$ cat src/ptq_pkg.sv
// Shared constants, codes and types of the periodic timer queue.
package ptq_pkg;

    localparam int TIMER_SLOTS = 16;
    localparam int IDX_W = $clog2(TIMER_SLOTS);
    localparam int CNT_W = $clog2(TIMER_SLOTS + 1);

    localparam int TYPE_W = 2;
    localparam int SLOT_W = 4;
    localparam int TIME_W = 63;
    localparam int IVL_W = 40;
    localparam int MIN_W = 20;
    localparam int STAT_W = 2;

    localparam logic [MIN_W-1:0] MIN_DELAY_RESET = MIN_W'(100);

    localparam logic [TYPE_W-1:0] REQ_ADD = 2'd0;
    localparam logic [TYPE_W-1:0] REQ_CANCEL = 2'd1;
    localparam logic [TYPE_W-1:0] REQ_TICK = 2'd2;

    localparam logic [STAT_W-1:0] ST_OK = 2'd0;
    localparam logic [STAT_W-1:0] ST_NOT_ACTIVE = 2'd1;
    localparam logic [STAT_W-1:0] ST_ALREADY_ACTIVE = 2'd2;

    typedef enum logic [0:0] {
        ALU_SUB,
        ALU_ADD
    } alu_op_t;

    typedef enum logic [3:0] {
        S_IDLE,
        S_PRESCAN,
        S_ADD_WR,
        S_EXPSCAN,
        S_PICK,
        S_REARM,
        S_MINSCAN,
        S_DELAY,
        S_CLAMP,
        S_EMIT
    } state_t;

    typedef struct packed {
        logic [TYPE_W-1:0] req_type;
        logic [SLOT_W-1:0] timer_slot;
        logic [TIME_W-1:0] expiration;
        logic [IVL_W-1:0]  interval;
        logic [TIME_W-1:0] current_time;
    } req_t;

    typedef struct packed {
        logic [STAT_W-1:0] status;
        logic              fired;
        logic [SLOT_W-1:0] fired_slot;
        logic              rearmed;
        logic              earliest_changed;
        logic              next_valid;
        logic [TIME_W-1:0] next_deadline;
        logic [TIME_W-1:0] arm_delay;
        logic              last;
    } res_t;

endpackage

$ cat src/periodic_timer_queue_top.sv
// Top level of the periodic timer queue: ports, configuration register and result register.
//
// A request enters on req_valid/req_stall with req_type, timer_slot, expiration,
// interval and current_time; it is taken at an edge with req_valid high and req_stall low.
// Results leave on rsp_valid/rsp_stall, one per add, cancel or idle request, and one per
// fired slot on a tick (a single result if none fires); last marks the final one.
// The minimum arming delay is written on cfg_valid/cfg_ready/cfg_data while idle, a rule
// for the user that the block does not enforce. Every slot scan walks the sixteen slots
// one per cycle through one shared 64-bit adder, and an add, cancel or tick ends with a
// scan for the new minimum. Results stream one per cycle, but while rsp_stall is high the
// output register keeps its result and the sequencer waits. req_stall stays high until
// the last result has entered the output register. Reset leaves every slot inactive and
// sets the minimum arming delay to 100 microseconds; no clearing pass is needed.
module periodic_timer_queue_top (
    input  logic                        clk,
    input  logic                        rst_n,
    input  logic                        req_valid,
    output logic                        req_stall,
    input  logic [ptq_pkg::TYPE_W-1:0]  req_type,
    input  logic [ptq_pkg::SLOT_W-1:0]  timer_slot,
    input  logic [ptq_pkg::TIME_W-1:0]  expiration,
    input  logic [ptq_pkg::IVL_W-1:0]   interval,
    input  logic [ptq_pkg::TIME_W-1:0]  current_time,
    input  logic                        cfg_valid,
    output logic                        cfg_ready,
    input  logic [ptq_pkg::MIN_W-1:0]   cfg_data,
    output logic                        rsp_valid,
    input  logic                        rsp_stall,
    output logic [ptq_pkg::STAT_W-1:0]  status,
    output logic                        fired,
    output logic [ptq_pkg::SLOT_W-1:0]  fired_slot,
    output logic                        rearmed,
    output logic                        earliest_changed,
    output logic                        next_valid,
    output logic [ptq_pkg::TIME_W-1:0]  next_deadline,
    output logic [ptq_pkg::TIME_W-1:0]  arm_delay,
    output logic                        last
);
    import ptq_pkg::*;

    logic               seq_ready;
    logic               seq_res_valid;
    logic               seq_res_ready;
    req_t               seq_req;
    res_t               seq_res;
    logic [MIN_W-1:0]   min_reg, min_next;
    logic               out_valid_reg, out_valid_next;
    res_t               out_res_reg;
    logic               out_load;

    ptq_seq u_seq (
        .clk       (clk),
        .rst_n     (rst_n),
        .req_valid (req_valid),
        .req_ready (seq_ready),
        .req       (seq_req),
        .min_delay (min_reg),
        .res_valid (seq_res_valid),
        .res_ready (seq_res_ready),
        .res       (seq_res)
    );

    always_comb
    begin
        seq_req.req_type = req_type;
        seq_req.timer_slot = timer_slot;
        seq_req.expiration = expiration;
        seq_req.interval = interval;
        seq_req.current_time = current_time;
        req_stall = !seq_ready;
        cfg_ready = 1'b1;
        min_next = (cfg_valid && cfg_ready) ? cfg_data : min_reg;
        seq_res_ready = !out_valid_reg || !rsp_stall;
        out_load = seq_res_valid && seq_res_ready;
        out_valid_next = out_load || (out_valid_reg && rsp_stall);
    end

    always_ff @(posedge clk or negedge rst_n)
    begin
        if (!rst_n)
        begin
            min_reg <= MIN_DELAY_RESET;
            out_valid_reg <= 1'b0;
        end
        else
        begin
            min_reg <= min_next;
            out_valid_reg <= out_valid_next;
        end
    end

    always_ff @(posedge clk)
    begin
        if (out_load)
        begin
            out_res_reg <= seq_res;
        end
    end

    assign rsp_valid = out_valid_reg;
    assign status = out_res_reg.status;
    assign fired = out_res_reg.fired;
    assign fired_slot = out_res_reg.fired_slot;
    assign rearmed = out_res_reg.rearmed;
    assign earliest_changed = out_res_reg.earliest_changed;
    assign next_valid = out_res_reg.next_valid;
    assign next_deadline = out_res_reg.next_deadline;
    assign arm_delay = out_res_reg.arm_delay;
    assign last = out_res_reg.last;

endmodule

$ cat src/ptq_alu.sv
// Shared 64-bit adder used for time compares, differences and saturating re-arm sums.
module ptq_alu (
    input  ptq_pkg::alu_op_t             op,
    input  logic [ptq_pkg::TIME_W-1:0]   a,
    input  logic [ptq_pkg::TIME_W-1:0]   b,
    output logic [ptq_pkg::TIME_W-1:0]   res,
    output logic                         msb
);
    import ptq_pkg::*;

    logic             sub;
    logic [TIME_W:0]  a_ext;
    logic [TIME_W:0]  b_ext;
    logic [TIME_W:0]  sum;

    always_comb
    begin
        sub = (op == ALU_SUB);
        a_ext = {1'b0, a};
        b_ext = sub ? ~{1'b0, b} : {1'b0, b};
        sum = a_ext + b_ext + {{TIME_W{1'b0}}, sub};
        msb = sum[TIME_W];
        res = (!sub && msb) ? {TIME_W{1'b1}} : sum[TIME_W-1:0];
    end

endmodule

$ cat src/ptq_seq.sv
// Slot table and sequencer that scans the slots through the shared adder.
module ptq_seq (
    input  logic                        clk,
    input  logic                        rst_n,
    input  logic                        req_valid,
    output logic                        req_ready,
    input  ptq_pkg::req_t               req,
    input  logic [ptq_pkg::MIN_W-1:0]   min_delay,
    output logic                        res_valid,
    input  logic                        res_ready,
    output ptq_pkg::res_t               res
);
    import ptq_pkg::*;

    state_t                   state_reg, state_next;
    logic [TIMER_SLOTS-1:0]   active_reg, active_next;
    logic [TIMER_SLOTS-1:0]   expired_reg, expired_next;
    logic [TIMER_SLOTS-1:0]   again_reg, again_next;
    logic [IDX_W-1:0]         idx_reg, idx_next;
    logic [IDX_W-1:0]         pick_reg, pick_next;
    logic [CNT_W-1:0]         n_reg, n_next;
    logic                     any_reg, any_next;
    logic [TIME_W-1:0]        best_reg, best_next;
    logic [TIME_W-1:0]        delay_reg, delay_next;
    logic [STAT_W-1:0]        status_reg, status_next;
    logic                     changed_reg, changed_next;
    logic                     tick_reg, tick_next;
    req_t                     req_reg, req_next;

    logic [TIME_W-1:0]        exp_arr_reg [TIMER_SLOTS];
    logic [IVL_W-1:0]         ivl_arr_reg [TIMER_SLOTS];
    logic [IDX_W-1:0]         order_reg [TIMER_SLOTS];

    logic                     exp_we;
    logic [IDX_W-1:0]         exp_wr_addr;
    logic [TIME_W-1:0]        exp_next;
    logic                     ivl_we;
    logic                     order_we;

    logic [IDX_W-1:0]         rd_addr;
    logic [TIME_W-1:0]        exp_rd;
    logic [IVL_W-1:0]         ivl_rd;

    alu_op_t                  alu_op;
    logic [TIME_W-1:0]        alu_a;
    logic [TIME_W-1:0]        alu_b;
    logic [TIME_W-1:0]        alu_res;
    logic                     alu_msb;

    logic                     cand;
    logic                     take;
    logic                     any_scan;
    logic [TIME_W-1:0]        best_scan;
    logic [IDX_W-1:0]         pick_scan;
    logic                     scan_end;
    logic                     in_range;
    logic [IDX_W-1:0]         slot_idx;
    logic [IDX_W-1:0]         req_slot_idx;
    logic                     rearm;
    logic                     fire_mode;
    logic                     res_last;

    ptq_alu u_alu (
        .op  (alu_op),
        .a   (alu_a),
        .b   (alu_b),
        .res (alu_res),
        .msb (alu_msb)
    );

    assign rd_addr = (state_reg == S_REARM) ? pick_reg : idx_reg;
    assign exp_rd = exp_arr_reg[rd_addr];
    assign ivl_rd = ivl_arr_reg[rd_addr];
    assign slot_idx = IDX_W'(req_reg.timer_slot);
    assign req_slot_idx = IDX_W'(req.timer_slot);
    assign in_range = int'(req.timer_slot) < TIMER_SLOTS;
    assign scan_end = (idx_reg == IDX_W'(TIMER_SLOTS - 1));
    assign rearm = |ivl_rd;
    assign req_ready = (state_reg == S_IDLE);

    always_comb
    begin
        unique case (state_reg)
            S_EXPSCAN:
            begin
                alu_op = ALU_SUB;
                alu_a = req_reg.current_time;
                alu_b = exp_rd;
            end
            S_ADD_WR:
            begin
                alu_op = ALU_SUB;
                alu_a = req_reg.expiration;
                alu_b = best_reg;
            end
            S_REARM:
            begin
                alu_op = ALU_ADD;
                alu_a = req_reg.current_time;
                alu_b = {{(TIME_W - IVL_W){1'b0}}, ivl_rd};
            end
            S_DELAY:
            begin
                alu_op = ALU_SUB;
                alu_a = best_reg;
                alu_b = req_reg.current_time;
            end
            default:
            begin
                alu_op = ALU_SUB;
                alu_a = exp_rd;
                alu_b = best_reg;
            end
        endcase
    end

    always_comb
    begin
        unique case (state_reg) inside
            S_PRESCAN, S_MINSCAN: cand = active_reg[idx_reg];
            S_PICK:               cand = active_reg[idx_reg] && expired_reg[idx_reg];
            default:              cand = 1'b0;
        endcase
        take = cand && (!any_reg || alu_msb);
        any_scan = any_reg || take;
        best_scan = take ? exp_rd : best_reg;
        pick_scan = take ? idx_reg : pick_reg;
    end

    always_comb
    begin
        fire_mode = tick_reg && (n_reg != '0);
        res_last = !fire_mode || ((CNT_W'(idx_reg) + CNT_W'(1)) == n_reg);
        res.status = status_reg;
        res.fired = fire_mode;
        res.fired_slot = fire_mode ? SLOT_W'(order_reg[idx_reg]) : '0;
        res.rearmed = fire_mode && again_reg[idx_reg];
        res.earliest_changed = changed_reg;
        res.next_valid = any_reg;
        res.next_deadline = best_reg;
        res.arm_delay = delay_reg;
        res.last = res_last;
    end

    always_comb
    begin
        state_next = state_reg;
        active_next = active_reg;
        expired_next = expired_reg;
        again_next = again_reg;
        idx_next = idx_reg;
        pick_next = pick_reg;
        n_next = n_reg;
        any_next = any_reg;
        best_next = best_reg;
        delay_next = delay_reg;
        status_next = status_reg;
        changed_next = changed_reg;
        tick_next = tick_reg;
        req_next = req_reg;
        exp_we = 1'b0;
        exp_wr_addr = slot_idx;
        exp_next = req_reg.expiration;
        ivl_we = 1'b0;
        order_we = 1'b0;
        res_valid = 1'b0;

        unique case (state_reg)
            S_IDLE:
            begin
                if (req_valid)
                begin
                    req_next = req;
                    idx_next = '0;
                    any_next = 1'b0;
                    best_next = '0;
                    n_next = '0;
                    status_next = ST_OK;
                    changed_next = 1'b0;
                    tick_next = (req.req_type == REQ_TICK);
                    unique case (req.req_type)
                        REQ_ADD:
                        begin
                            if (!in_range || active_reg[req_slot_idx])
                            begin
                                status_next = ST_ALREADY_ACTIVE;
                                state_next = S_MINSCAN;
                            end
                            else
                            begin
                                state_next = S_PRESCAN;
                            end
                        end
                        REQ_CANCEL:
                        begin
                            if (!in_range || !active_reg[req_slot_idx])
                            begin
                                status_next = ST_NOT_ACTIVE;
                            end
                            else
                            begin
                                active_next[req_slot_idx] = 1'b0;
                            end
                            state_next = S_MINSCAN;
                        end
                        REQ_TICK: state_next = S_EXPSCAN;
                        default:  state_next = S_MINSCAN;
                    endcase
                end
            end
            S_PRESCAN:
            begin
                any_next = any_scan;
                best_next = best_scan;
                idx_next = idx_reg + IDX_W'(1);
                if (scan_end)
                begin
                    state_next = S_ADD_WR;
                end
            end
            S_ADD_WR:
            begin
                changed_next = !any_reg || alu_msb;
                active_next[slot_idx] = 1'b1;
                exp_we = 1'b1;
                ivl_we = 1'b1;
                idx_next = '0;
                any_next = 1'b0;
                best_next = '0;
                state_next = S_MINSCAN;
            end
            S_EXPSCAN:
            begin
                expired_next[idx_reg] = active_reg[idx_reg] && !alu_msb;
                idx_next = idx_reg + IDX_W'(1);
                if (scan_end)
                begin
                    state_next = S_PICK;
                end
            end
            S_PICK:
            begin
                any_next = any_scan;
                best_next = best_scan;
                pick_next = pick_scan;
                idx_next = idx_reg + IDX_W'(1);
                if (scan_end)
                begin
                    if (any_scan)
                    begin
                        state_next = S_REARM;
                    end
                    else
                    begin
                        any_next = 1'b0;
                        best_next = '0;
                        state_next = S_MINSCAN;
                    end
                end
            end
            S_REARM:
            begin
                exp_wr_addr = pick_reg;
                exp_next = alu_res;
                exp_we = rearm;
                if (!rearm)
                begin
                    active_next[pick_reg] = 1'b0;
                end
                expired_next[pick_reg] = 1'b0;
                order_we = 1'b1;
                again_next[n_reg[IDX_W-1:0]] = rearm;
                n_next = n_reg + CNT_W'(1);
                idx_next = '0;
                any_next = 1'b0;
                best_next = '0;
                state_next = S_PICK;
            end
            S_MINSCAN:
            begin
                any_next = any_scan;
                best_next = best_scan;
                idx_next = idx_reg + IDX_W'(1);
                if (scan_end)
                begin
                    state_next = S_DELAY;
                end
            end
            S_DELAY:
            begin
                delay_next = (any_reg && !alu_msb && (|alu_res)) ? alu_res : '0;
                state_next = S_CLAMP;
            end
            S_CLAMP:
            begin
                if (any_reg && (delay_reg[TIME_W-1:MIN_W] == '0)
                    && (delay_reg[MIN_W-1:0] < min_delay))
                begin
                    delay_next = {{(TIME_W - MIN_W){1'b0}}, min_delay};
                end
                idx_next = '0;
                state_next = S_EMIT;
            end
            S_EMIT:
            begin
                res_valid = 1'b1;
                if (res_ready)
                begin
                    if (res_last)
                    begin
                        state_next = S_IDLE;
                    end
                    else
                    begin
                        idx_next = idx_reg + IDX_W'(1);
                    end
                end
            end
            default: state_next = S_IDLE;
        endcase
    end

    always_ff @(posedge clk or negedge rst_n)
    begin
        if (!rst_n)
        begin
            state_reg <= S_IDLE;
            active_reg <= '0;
            expired_reg <= '0;
            idx_reg <= '0;
            n_reg <= '0;
        end
        else
        begin
            state_reg <= state_next;
            active_reg <= active_next;
            expired_reg <= expired_next;
            idx_reg <= idx_next;
            n_reg <= n_next;
        end
    end

    always_ff @(posedge clk)
    begin
        again_reg <= again_next;
        pick_reg <= pick_next;
        any_reg <= any_next;
        best_reg <= best_next;
        delay_reg <= delay_next;
        status_reg <= status_next;
        changed_reg <= changed_next;
        tick_reg <= tick_next;
        req_reg <= req_next;
        if (exp_we)
        begin
            exp_arr_reg[exp_wr_addr] <= exp_next;
        end
        if (ivl_we)
        begin
            ivl_arr_reg[slot_idx] <= req_reg.interval;
        end
        if (order_we)
        begin
            order_reg[n_reg[IDX_W-1:0]] <= pick_reg;
        end
    end

    assert property (@(posedge clk) disable iff (!rst_n)
        n_reg <= CNT_W'(TIMER_SLOTS))
        else $error("More slots fired than the table holds.");

    assert property (@(posedge clk) disable iff (!rst_n)
        state_reg == S_REARM |=> !expired_reg[$past(pick_reg)])
        else $error("A fired slot is still marked as expired.");

    assert property (@(posedge clk) disable iff (!rst_n)
        res_valid && !any_reg |-> best_reg == '0 && delay_reg == '0)
        else $error("Deadline or delay reported with no active slot.");

    assert property (@(posedge clk) disable iff (!rst_n)
        res_valid && any_reg |-> delay_reg >= {{(TIME_W - MIN_W){1'b0}}, min_delay})
        else $error("Arming delay below the configured minimum.");

    assert property (@(posedge clk) disable iff (!rst_n)
        state_reg == S_PICK && scan_end && any_scan |-> active_reg[pick_scan])
        else $error("Picked slot is not active.");

endmodule
$ cat config.mk
export PLATFORM = sky130hd
export DESIGN_NAME = periodic_timer_queue_top
export DESIGN_NICKNAME = d
export VERILOG_FILES = /design/src/ptq_pkg.sv /design/src/periodic_timer_queue_top.sv /design/src/ptq_alu.sv /design/src/ptq_seq.sv
export SDC_FILE = /design/constraint.sdc
export NUM_CORES = 2
export LEC_CHECK = 0
export ABC_AREA = 0
export BUFFER_PORTS_ARGS = -buffer_cell sky130_fd_sc_hd__buf_2
export CORE_ASPECT_RATIO = 1.75
export CORE_MARGIN = 4
export CORE_UTILIZATION = 62
export DETAILED_ROUTE_END_ITERATION = 8
export PLACE_DENSITY = 0.79
export SYNTH_ARGS = -nofsm -noshare
export SYNTH_HDL_FRONTEND = slang
export SYNTH_SLANG_ARGS = --single-unit
$ cat constraint.sdc
create_clock -name clk -period 10.4 [get_ports clk]
set_input_delay 0.52 -clock clk [delete_from_list [all_inputs] [get_ports clk]]
set_output_delay 0.52 -clock clk [all_outputs]
set_load 0.02 [all_outputs]
# [Yosys cells after proc, flatten, opt, wreduce, memory -nomap -nowiden]
# Memories as Yosys holds them, arrays and structs flattened. A register that Yosys moved wholly into a read port is not among the register bits.
# Index checks and enable logic that the tools add are counted.
[op_classes] bitwise_logic=8 reduce_logical=56 eq_ne=25 n_addsub=5 n_mux=77 n_lt_le_gt_ge=11
[ops] cell="63-bit 2-to-1 mux" n=8
[ops] cell="63-bit case mux with 3 select lines" n=2
[ops] cell="63-bit case mux with 4 select lines" n=1
[ops] cell="63-bit case mux with 2 select lines" n=1
[ops] cell="63-bit by 64-bit adder with 64-bit output" n=1
[ops] cell="64-bit by 1-bit adder with 64-bit output" n=1
[ops] cell="16-bit 2-to-1 mux" n=4
[ops] cell="64-bit 2-to-1 mux" n=1
[ops] cell="63-bit NOT with 64-bit output" n=1
[ops] cell="63-bit OR reduction" n=1
[ops] cell="16-bit bitwise AND" n=3
[ops] cell="4-bit 2-to-1 mux" n=12
[ops] cell="16-bit case mux with 3 select lines" n=1
[ops] cell="43-bit logical NOT" n=1
[ops] cell="4-bit case mux with 10 select lines" n=1
[ops] cell="40-bit OR reduction" n=1
[ops] cell="16-bit bitwise mux" n=2
[ops] cell="16-bit NOT" n=2
[ops] cell="16-bit case mux with 2 select lines" n=1
[ops] cell="4-bit by 5-bit less-than comparator with 1-bit output (second input constant)" n=5
[ops] cell="1-bit 2-to-1 mux" n=22
[ops] cell="1-bit demux with 4-bit select" n=5
[ops] cell="4-bit by 1-bit greater-or-equal comparator with 1-bit output (second input constant)" n=5
[ops] cell="20-bit less-than comparator" n=1
[ops] cell="40 further kinds" n=99
[totals] in_bits=197 word_cells=212 reg_bits=520 output_inout_bits=140 n_memories=3 ram_bits=1712
[mem_list] name="u_seq.exp_arr_reg" words=16 width=63 rd=1 rd_clocked_by_memory_dff=0 wr=1 line_no="ptq_seq.sv:30" text="logic [TIME_W-1:0] exp_arr_reg [TIMER_SLOTS];"
[mem_list] name="u_seq.ivl_arr_reg" words=16 width=40 rd=1 rd_clocked_by_memory_dff=0 wr=1 line_no="ptq_seq.sv:31" text="logic [IVL_W-1:0] ivl_arr_reg [TIMER_SLOTS];"
[mem_list] name="u_seq.order_reg" words=16 width=4 rd=1 rd_clocked_by_memory_dff=1 wr=1 line_no="ptq_seq.sv:32" text="logic [IDX_W-1:0] order_reg [TIMER_SLOTS];"

# [Depth between registers and ports, before layout]
# An unclocked memory read counts as a cell.
[logic_depth] ltp_word=14 ltp_mapped=39 depth_no_buf=31

# [Hierarchy]
# From an unflattened synthesis, not the netlist that was laid out.
[unflattened] cells_unflattened=6206 hier_area_um2=94099.0
[by_module_without_submodules] mod="ptq_seq" instances=1 area_each_um2=84120.7 seq_area_each_um2=62174.6 cells_per_inst=5252
[by_module_without_submodules] mod="periodic_timer_queue_top" instances=1 area_each_um2=4999.8 seq_area_each_um2=4643.2 cells_per_inst=186
[by_module_without_submodules] mod="ptq_alu" instances=1 area_each_um2=4978.5 seq_area_each_um2=0.0 cells_per_inst=768

# [Least setup slack after synthesis]
# No wires, ideal clock.
[synth_path] kind="reg2reg" startpoint="register u_seq.state_reg[1]" endpoint="register out_res_reg, in the netlist arm_delay[0], enable pin" setup_time_ns=0.679 path_buffers=2 stages_incl_launch_ff=6 arrival_time_ns=7.674 path_slack_ns=2.047 synth_period_minus_slack_ns=8.353 required_time_ns=9.721 cell_sequence="dfrtp_1 -> buf_2 -> clkbuf_1 -> nor2_1 -> nand3_1 -> a21oi_1"
[synth_between] elab_chain_cells=3
[synth_rtl] item="from (decl)" line_no="ptq_seq.sv:15" text="state_t state_reg, state_next;"
[synth_rtl] item="from (signal assigned)" line_no="ptq_seq.sv:335" text="state_reg <= state_next;"
[synth_rtl] item="4-bit == test" line_no="ptq_seq.sv:168" text="unique case (state_reg)"
[synth_rtl] item="1-bit 2-to-1 mux" line_no="ptq_seq.sv:168"
[synth_rtl] item="1-bit logical AND" line_no="periodic_timer_queue_top.sv:74" text="out_load = seq_res_valid && seq_res_ready;"
[synth_rtl] item="named net out_load" line_no="periodic_timer_queue_top.sv:49" text="logic out_load;"
[synth_rtl] item="to (signal assigned)" line_no="periodic_timer_queue_top.sv:96" text="out_res_reg <= seq_res;"
[synth_rtl] item="to (decl)" line_no="periodic_timer_queue_top.sv:48" text="res_t out_res_reg;"
# The timed path passes the listed nets, and every way through them passes these cells.
# A chain may end at the register's enable or synchronous reset.

# [Final worst setup path]
[layout_path] startpoint="register u_seq.state_reg[3]" endpoint="register u_seq.best_reg[23] (data pin)"
[layout_between] elab_chain_cells=14 elab_cells_between_ends=30 cone_classes="add/sub: 2; eq/ne: 7; mux: 10; bitwise: 2; reduce/logical: 7; memory: 2"
[layout_rtl] item="4-bit by 3-bit == test with 1-bit output" line_no="ptq_seq.sv:71, ptq_seq.sv:83, ptq_seq.sv:168"
[layout_rtl] item="4-bit 2-to-1 mux" line_no="ptq_seq.sv:71" text="assign rd_addr = (state_reg == S_REARM) ? pick_reg : idx_reg;"
[layout_rtl] item="memory read 16 x 40 bit or memory read 16 x 63 bit (tied branches)"
[layout_rtl] item="63-bit case mux with 3 select lines" line_no="ptq_seq.sv:83" text="unique case (state_reg)"
[layout_rtl] item="63-bit NOT with 64-bit output" line_no="ptq_alu.sv:20" text="b_ext = sub ? ~{1'b0, b} : {1'b0, b};"
[layout_rtl] item="64-bit 2-to-1 mux" line_no="ptq_alu.sv:20"
[layout_rtl] item="63-bit by 64-bit adder with 64-bit output" line_no="ptq_alu.sv:21" text="sum = a_ext + b_ext + {{TIME_W{1'b0}}, sub};"
[layout_rtl] item="64-bit by 1-bit adder with 64-bit output" line_no="ptq_alu.sv:21"
[layout_rtl] item="1-bit logical OR" line_no="ptq_seq.sv:124" text="take = cand && (!any_reg || alu_msb);"
[layout_rtl] item="1-bit logical AND" line_no="ptq_seq.sv:124"
[layout_rtl] item="63-bit 2-to-1 mux or 1-bit logical OR (tied branches)" line_no="ptq_seq.sv:126, ptq_seq.sv:125"
[layout_rtl] item="63-bit 2-to-1 mux" line_no="ptq_seq.sv:249" text="if (any_scan)"
[layout_rtl] item="63-bit 2-to-1 mux" line_no="ptq_seq.sv:247" text="if (scan_end)"
[layout_rtl] item="63-bit case mux with 4 select lines (*)" line_no="ptq_seq.sv:168"
[layout_rtl] item="to (signal assigned)" line_no="ptq_seq.sv:348" text="best_reg <= best_next;"
[layout_rtl] item="to (decl)" line_no="ptq_seq.sv:23" text="logic [TIME_W-1:0] best_reg, best_next;"
# Every way passes the cells marked *; elsewhere a longest branch is shown, timed or not.

==> flow_summary.json <==
{
  "outcome": "complete, no violations",
  "layout_commonest_cell": "edfxtp_1",
  "fin_ws_ns": 0.7666,
  "timing.final.crit_period_ns": 9.633,
  "endpoint_kind": "flop",
  "grt_pass1_vias": 58985,
  "grt_pass1_wl_um": 415000,
  "cts.sinks": 2236,
  "crit_slowest_cell": "a31oi_1",
  "drv_cap": 0,
  "gp_congestion": 0.9844,
  "min-delay-path-class": "input pin to flop",
  "synthDistinctLibCells": 74,
  "cts_resized": 0,
  "grt_util_all_layers_pct": 37.52,
  "cts_tree": "done",
  "rows": 187,
  "die_width_um": 299.7,
  "cp_max_fo": 88,
  "synth_top_family_by_area": "multiplexers",
  "period_share_pct": 92.63,
  "area_growth_pct": 14.88,
  "synthSimpleGateAreaFrac_pct": 6.428,
  "synth_area_leaders": "edfxtp_1, mux4_2, nand2_1, dfrtp_1, ha_1",
  "dr.first_iter.drc_count": 9071,
  "vias": 58295,
  "drive_gt1_share_pct": 22.21,
  "reg2regPathDepth": 30,
  "fmax_ghz": 0.1038,
  "numCtsBuffers": 186,
  "dp_hpwl_um": 173600,
  "hold_buffers": 193,
  "die-area_um2": 155400,
  "synth-compound-area-share_pct": 5.832,
  "leakagePower_uw": 0.03648,
  "startpoint_type": "flop",
  "yosys.area.top_type_share_pct": 70.58,
  "skew_ns": 0.03955,
  "ios": 337,
  "reg2reg_from": "u_seq.state_reg[3]$_DFFE_PN0P_",
  "r2r_setup_slack_ns": 0.77,
  "slew_viol_final": 0,
  "synthMuxAreaShare_pct": 11.86,
  "cts_root_buffer": "clkbuf_16",
  "hold_viol_final": 0,
  "syn_avg_cell_area_um2": 16.89,
  "core_um2": 148100,
  "first_pass_iters": 8,
  "final_cell_mix": "edfxtp_1, nand2_1, mux4_2",
  "io_buffers": 335,
  "r2r_end": "u_seq.best_reg[23]$_SDFFCE_PP0P_",
  "num-nets-final": 6374,
  "ant_nets": 0,
  "synthAdderAreaFrac_pct": 1.241,
  "cts_max_level": 4,
  "drc_errors": 0,
  "finalSetupTns_ns": 0,
  "tightest_slew_ns": 1.427,
  "postCtsSetupRepairBufs": 0,
  "yosysTopAreaCell": "edfxtp_1",
  "grt_max_degree": 130,
  "max_stage_delay_ns": 0.76,
  "rsz0062_at_grt": "no",
  "crit_type": "flop to flop",
  "async_reset_ff_share_pct": 2.952,
  "synth_ff_type": "edfxtp_1",
  "ys_seq_area_share_pct": 72.38,
  "start_util_pct": 62.33,
  "hp-start": "timer_slot[0]",
  "pre_cts_ws_ns": 1.373,
  "min_path_cells": 1,
  "yosysWarnings": 0,
  "syn-num-nets": 5755,
  "fp.dieH_um": 518.5,
  "finalSetupViolCount": 0,
  "cts.clk_slew.worst_paths_ns": 0.07,
  "wl_per_cell_um": 35.24,
  "grt_overflow": 0,
  "peakVddDrop_mv": 0.3458,
  "synth_xor_area_share_pct": 0.5597,
  "cp.arrival_ns": 10.20,
  "totalWireLength_um": 290500,
  "min_to": "u_seq.slot_idx[0]$_DFFE_PP_",
  "p_per_area_nw_per_um2": 364.6,
  "clk_latency_ns": 0.86,
  "worstPathRequired_ns": 10.97,
  "grt_antenna_before_repair": 29,
  "via_per_inst": 7.071,
  "synth_area_um2": 92320,
  "slew_headroom_pct": 3.878,
  "largest_reg_flops": 1008,
  "synth_edf_count": 2170,
  "clockBufferDepth": 3,
  "syn_inst": 5467,
  "synth-seq-cells": 2236
}
-- Yosys cell counts, types with 12 or more instances --
library cell     n
inv_1           57
ha_1            90
and3_1         133
o22ai_1         30
a222oi_1        62
buf_1           67
buf_2           19
a21oi_1        177
nand3_1         46
nand2b_1        20
nor3_1          30
o21ai_0        138
nor2_1         298
nor4_1          28
clkbuf_1       225
xor2_1          28
mux2i_1         78
o211ai_1        12
o21a_1          36
mux4_2         447
o22a_1          30
xnor2_1         31
a21o_1          58
nand4_1         28
a221o_1         27
o21bai_1        15
edfxtp_1      2170
a31oi_1        123
a221oi_1        23
dfrtp_1         63
nor2b_1         20
nand2_1        709
-- worst max path at each step --
stage | start | endpoint | slack, ns | cells past startpoint
2_1_floorplan | u_seq.state_reg[1]$_DFFE_PN0P_ | arm_delay[0]$_DFFE_PP_ | 2.05 | 5
3_3_place_gp | u_seq.state_reg[2]$_DFFE_PN0P_ | u_seq.best_reg[6]$_SDFFCE_PP0P_ | 1.55 | 32
3_5_place_dp | u_seq.state_reg[3]$_DFFE_PN0P_ | u_seq.best_reg[10]$_SDFFCE_PP0P_ | 1.37 | 33
4_1_cts | u_seq.state_reg[3]$_DFFE_PN0P_ | u_seq.best_reg[30]$_SDFFCE_PP0P_ | 1.30 | 33
5_1_grt | u_seq.state_reg[1]$_DFFE_PN0P_ | u_seq.best_reg[8]$_SDFFCE_PP0P_ | 0.42 | 30
6_report | u_seq.state_reg[3]$_DFFE_PN0P_ | u_seq.best_reg[23]$_SDFFCE_PP0P_ | 0.77 | 30
-- where the power goes --
group | switching, µW | total, µW | internal (µW)
logic | 12800 | 18900 | 6110
registers | 634 | 12200 | 11600
clock network | 3310 | 7530 | 4220
total | 16800 | 38700 | 21900
-- cell type report --
class	instances	area, µm²
Antenna cell	15	37.54
Clock inverter	136	1675
Clock buffer	211	4833
Tap cell	1984	2482
Sequential cell	2236	66820
Timing Repair Buffer	758	5648
Fill cell	8646	42050
Inverter	59	230.2
Multi-Input combinational cell	2845	24330
-- metrics by stage --
step	area [µm²]	hold WS (ns)	total power, µW	instances	utilization (%)
after floorplan	92320	0.2244	22530	5467	-
after global placement	97580	0.4275	29980	7689	65.88
after detailed placement	97580	0.4089	30170	7689	65.88
after CTS	106000	0.007168	37740	8229	71.58
after global routing	106000	0.01690	39710	8231	71.59
final	106100	0.04976	38670	8244	71.61
-- worst max-delay path, delay by kind of cell, from the launching register on --
family | cells | cell delay [ns]
compound gates | 10 | 3.28
fa+ha+maj | 2 | 0.72
buf+inv | 4 | 1.31
flops | 1 | 0.70
mux | 2 | 0.97
simple gates | 12 | 1.86
-- logic make-up (layout without fill, tap and decap cells) --
family | after synthesis | after routing
AO/OA/AOI/OAI | 801 | 801
XOR/XNOR | 59 | 59
adder cells (fa/ha/maj) | 91 | 91
buffers and inverters | 386 | 1164
flip-flops | 2236 | 2236
multiplexers | 534 | 534
other | 1 | 16
AND/OR/NAND/NOR | 1359 | 1359
-- layer usage --
metal	wire, µm	up-vias	global-route usage (%)	share of wire [%]
met2	138700	5162	59.96	48
met1	89040	28917	44.78	31
met5	114	-	0	0.039
met3	36850	1227	9.876	13
li1	-	22969	-	-
met4	25820	20	26.08	8.9
Power figures use the tool's default switching activity.
